File: src/dse_pkg.sv
package dse_pkg;

   localparam int ENTRIES = 64;
   localparam int IDX_W   = $clog2(ENTRIES);
   localparam int SLOT_W  = 6;
   localparam int CNT_W   = 7;
   localparam int TIME_W  = 32;
   localparam int KIND_W  = 2;
   localparam int CSR_W   = 2;

   localparam logic [KIND_W-1:0] KIND_DECODED = 2'd0;
   localparam logic [KIND_W-1:0] KIND_TOUCH   = 2'd1;
   localparam logic [KIND_W-1:0] KIND_RELEASE = 2'd2;
   localparam logic [KIND_W-1:0] KIND_CLEAR   = 2'd3;

   localparam logic [CSR_W-1:0] CSR_CAP    = 2'd0;
   localparam logic [CSR_W-1:0] CSR_TARGET = 2'd1;
   localparam logic [CSR_W-1:0] CSR_GRACE  = 2'd2;

   localparam logic [CNT_W-1:0]  CAP_RESET    = 7'd48;
   localparam logic [CNT_W-1:0]  TARGET_RESET = 7'd42;
   localparam logic [TIME_W-1:0] GRACE_RESET  = 32'd5000;

   typedef struct packed {
      logic load_item;
      logic exec_single;
      logic exec_clear;
      logic scan_start;
      logic free_best;
      logic emit_pending;
      logic emit_final;
   } cmd_type;

   typedef struct packed {
      logic [KIND_W-1:0] kind;
      logic              out_free;
      logic              scan_done;
      logic              found;
      logic              pass_active;
      logic              after_le_target;
      logic              pend_valid;
   } sts_type;

endpackage

File: src/dse_ctrl.sv
module dse_ctrl import dse_pkg::*; (
   input  logic    clock,
   input  logic    reset,
   input  logic    req_valid,
   output logic    req_ready,
   input  sts_type sts,
   output cmd_type cmd
);

   localparam logic [2:0] ST_IDLE   = 3'd0;
   localparam logic [2:0] ST_EXEC   = 3'd1;
   localparam logic [2:0] ST_SCAN   = 3'd2;
   localparam logic [2:0] ST_DECIDE = 3'd3;
   localparam logic [2:0] ST_FLUSH  = 3'd4;

   logic [2:0] state_ff;
   logic [2:0] state_in;

   assign req_ready = (state_ff == ST_IDLE);

   always_comb begin
      state_in = state_ff;
      cmd      = '0;
      case (state_ff)
         ST_IDLE: begin
            if (req_valid) begin
               cmd.load_item = 1'b1;
               state_in      = ST_EXEC;
            end
         end
         ST_EXEC: begin
            case (sts.kind)
               KIND_DECODED, KIND_TOUCH: begin
                  if (sts.out_free) begin
                     cmd.exec_single = 1'b1;
                     state_in        = ST_IDLE;
                  end
               end
               KIND_CLEAR: begin
                  if (sts.out_free) begin
                     cmd.exec_clear = 1'b1;
                     state_in       = ST_IDLE;
                  end
               end
               default: begin
                  if (sts.pass_active) begin
                     cmd.scan_start = 1'b1;
                     state_in       = ST_SCAN;
                  end else begin
                     state_in = ST_FLUSH;
                  end
               end
            endcase
         end
         ST_SCAN: begin
            if (sts.scan_done) begin
               state_in = ST_DECIDE;
            end
         end
         ST_DECIDE: begin
            if (!sts.found) begin
               state_in = ST_FLUSH;
            end else if (!sts.pend_valid || sts.out_free) begin
               cmd.emit_pending = sts.pend_valid;
               cmd.free_best    = 1'b1;
               if (sts.after_le_target) begin
                  state_in = ST_FLUSH;
               end else begin
                  cmd.scan_start = 1'b1;
                  state_in       = ST_SCAN;
               end
            end
         end
         ST_FLUSH: begin
            if (sts.out_free) begin
               cmd.emit_final = 1'b1;
               state_in       = ST_IDLE;
            end
         end
         default: begin
            state_in = ST_IDLE;
         end
      endcase
   end

   always_ff @(posedge clock) begin
      if (reset) begin
         state_ff <= ST_IDLE;
      end else begin
         state_ff <= state_in;
      end
   end

endmodule

File: config.mk
export PLATFORM = sky130hd
export DESIGN_NAME = dse_ctrl
export DESIGN_NICKNAME = d
export VERILOG_FILES = /design/src/dse_pkg.sv /design/src/dse_ctrl.sv
export SDC_FILE = /design/constraint.sdc
export NUM_CORES = 1
export LEC_CHECK = 0
export ABC_AREA = 1
export BUFFER_PORTS_ARGS = -buffer_cell sky130_fd_sc_hd__buf_2
export CORE_AREA = 2 2 39 41
export CTS_CLUSTER_DIAMETER = 120
export DETAILED_ROUTE_END_ITERATION = 8
export DIE_AREA = 0 0 41 43
export GPL_TIMING_DRIVEN = 0
export SYNTH_ARGS = -nofsm -noshare
export SYNTH_HDL_FRONTEND = slang
export SYNTH_SLANG_ARGS = --single-unit
File: constraint.sdc
create_clock -name clock -period 1.9 [get_ports clock]
set_input_delay 0.475 -clock clock [delete_from_list [all_inputs] [get_ports clock]]
set_output_delay 0.475 -clock clock [all_outputs]
set_load 0.005 [all_outputs]
==> key figures <==
Drt
  • DRC viols: 0
  • Vias/cell: 4.23
  • Vias: 436
  • Number of routed nets with antenna violations: 0
  • Initial drt markers: 7
  • Drt first pass iters: 4
  • WL/cell: 7.55 um
  • Final wirelength: 778 um

Floorplanning
  • Core ar.: 1380 um2
  • I/O Pins: 19
  • Num rows: 14
  • Chip Height: 43 um
  • Die X-Extent: 41 um
  • Die area: 1760 um2
  • Initial Util: 26.0%

Final layout
  • Most common cell after layout, fill and taps aside: buf_2
  • Nets: 99
  • Share of layout cells above drive strength 1: 39.1%
  • Reg area: 60.1 um2
  • Finished Layout Cells: 103
  • Area of the multi-input gates: 240 um2
  • Number of flip-flops in the largest register: 3
  • Reg with most FFs: state_ff
  • # fillers: 147
  • P&R area growth vs syn: 37.8%
  • Commonest non-fill, non-tap cells in the layout: buf_2 (18), nand2_1 (16), nor2_1 (12)
  • Largest regs: state_ff (3)
  • N_diodes: 0

Clocking
  • Postcts setup bufs: 0
  • CTS tree: yes
  • Clock transition at path regs: 0.03 ns
  • Hold Buf Count CTS: 0
  • Num CTS Buffers: 3
  • CTS resizes: 0
  • Clk buf depth: 2
  • Clock tree sinks: 3
  • Clock latency on the worst-skew pair: 0.22 ns
  • Root Driver: clkbuf_4
  • Max H-tree Level: 1

Placed design
  • Detail Placement HPWL: 686 um
  • GPL Wtd Cong: 0.791
  • IO Port Bufs: 18
  • Placed Cells: 99

Timing
  • Unrepaired setup endpoints after global routing: false
  • Max transition margin: 82.2%
  • Worst-Margin Slew: 0.267 ns
  • Period utilisation layout: 90.3%
  • Clk_skew: 0.00142 ns
  • F_max: 583 MHz
  • Final hold violations: 0
  • Slew Limit Fails: 0
  • Final setup fails: 0
  • Min cycle time layout: 1.72 ns
  • Setup TNS: 0 ns

Critical path
  • Worst setup SP type: flip-flop
  • Worst-path maximum fanout: 5
  • Crit path capture type: output port
  • Critical path class: reg2out
  • WP data required: 1.42 ns
  • Worst path arrival time: 1.24 ns

Run
  • Max_cap viols: 0

Hold path
  • Hold WC Path Type: in2reg

Synthesis
  • Count of different cell masters after synthesis: 17
  • Syn Nets: 76
  • Top post-synthesis cells by area: dfxtp_1 (17%), nand2_1 (17%), nor2_1 (13%)
  • Sequential cell area fraction in the yosys report: 16.7%
  • Area leader, netlist: dfxtp_1
  • Synth Instances: 65
  • Synth top area share: 16.7%
  • Cell Area, Synth: 360 um2
  • Yosys synthesis warning count: 0
  • Synthesized area per cell: 5.54 um2
  • #FFs+latches synth: 3

Global route
  • GRT Residual Overflow: 0
  • Largest net degree at the start of global routing: 9
  • Initial antenna violation count: 0
  • All-Layer GR Usage: 10.5%
  • Global-route wire length before repair: 1230 um
  • Number of global-route vias before repair: 345

Power
  • Leakage power: 0.285 nW
  • Worst ir drop on vdd: 0.189 mV
  • Pwr Density: 509 nW/um2

Outcome
  • Status: complete, no violations
## path summary, 6_finish.rpt
| check | from | endpoint | slack, ns | cells past startpoint |
|---|---|---|---|---|
| min reg2reg | state_ff[2]$_SDFFE_PP0P_ | state_ff[0]$_SDFFE_PP0P_ | 0.66 | 3 |
| min | reset | state_ff[2]$_SDFFE_PP0P_ | 0.44 | 2 |
| max | state_ff[1]$_SDFFE_PP0P_ | cmd[3] | 0.18 | 7 |
| max reg2reg | state_ff[0]$_SDFFE_PP0P_ | state_ff[1]$_SDFFE_PP0P_ | 0.81 | 7 |
## cell families (layout without fill, tap and decap cells)
group | count (synthesis) | count (layout) | synth area share, %
compound gates | 3 | 3 | 4.17
buf+inv | 14 | 36 | 16.7
flops | 3 | 3 | 16.7
simple gates | 45 | 45 | 62.5
## power breakdown
| group | switching (mW) | leakage (nW) | internal, mW |
|---|---|---|---|
| clock | 0.0279 | 0.0150 | 0.0784 |
| sequential | 0.00288 | 0.0245 | 0.0669 |
| combinational | 0.0435 | 0.246 | 0.0334 |
## final cells by class
type                    instances  share of cell area, %
multi-input cells              48                   48.4
well taps                      16                   4.03
clock buffers                   4                   5.29
flip-flops and latches          3                   12.1
inverters                      13                   9.82
repair buffers                 18                   18.1
plain buffers                   1                   2.27
## through the flow
step	hold WS [ns]	total power [mW]	setup slack [ns]	area (um2)	util (%)
2_1_floorplan	0.542	0.122	0.517	360	-
3_3_place_gp	0.662	0.148	0.320	470	34.0
3_5_place_dp	0.665	0.148	0.295	470	34.0
4_1_cts	0.433	0.258	0.164	497	35.9
5_1_grt	0.436	0.277	0.0754	497	35.9
6_report	0.437	0.253	0.184	497	35.9
## synth_stat cells (all sizes together)
library cell / number
nand2: 18
nand3b: 1
inv: 13
buf: 1
nor2: 16
dfxtp: 3
nor4: 2
nor3: 2
a21oi: 2
nand3: 6
o21ai: 1
## routing by layer
metal	track usage, %	part of all wire [%]	up-vias
li1	-	-	244
met1	12.2	43	182
met2	15.3	51	10
met3	4.71	5.8	0
met4	6.00	0	0
met5	0	0	-
## worst max-delay path, stage by stage (launching register included)
cell and delay (ns):
dfxtp_1 0.42, nand2_2 0.09, nor2_4 0.11, inv_2 0.06
nor3_4 0.11, nand2_1 0.06, nand2_1 0.05, buf_2 0.10
(Power assumes the default switching activity.)
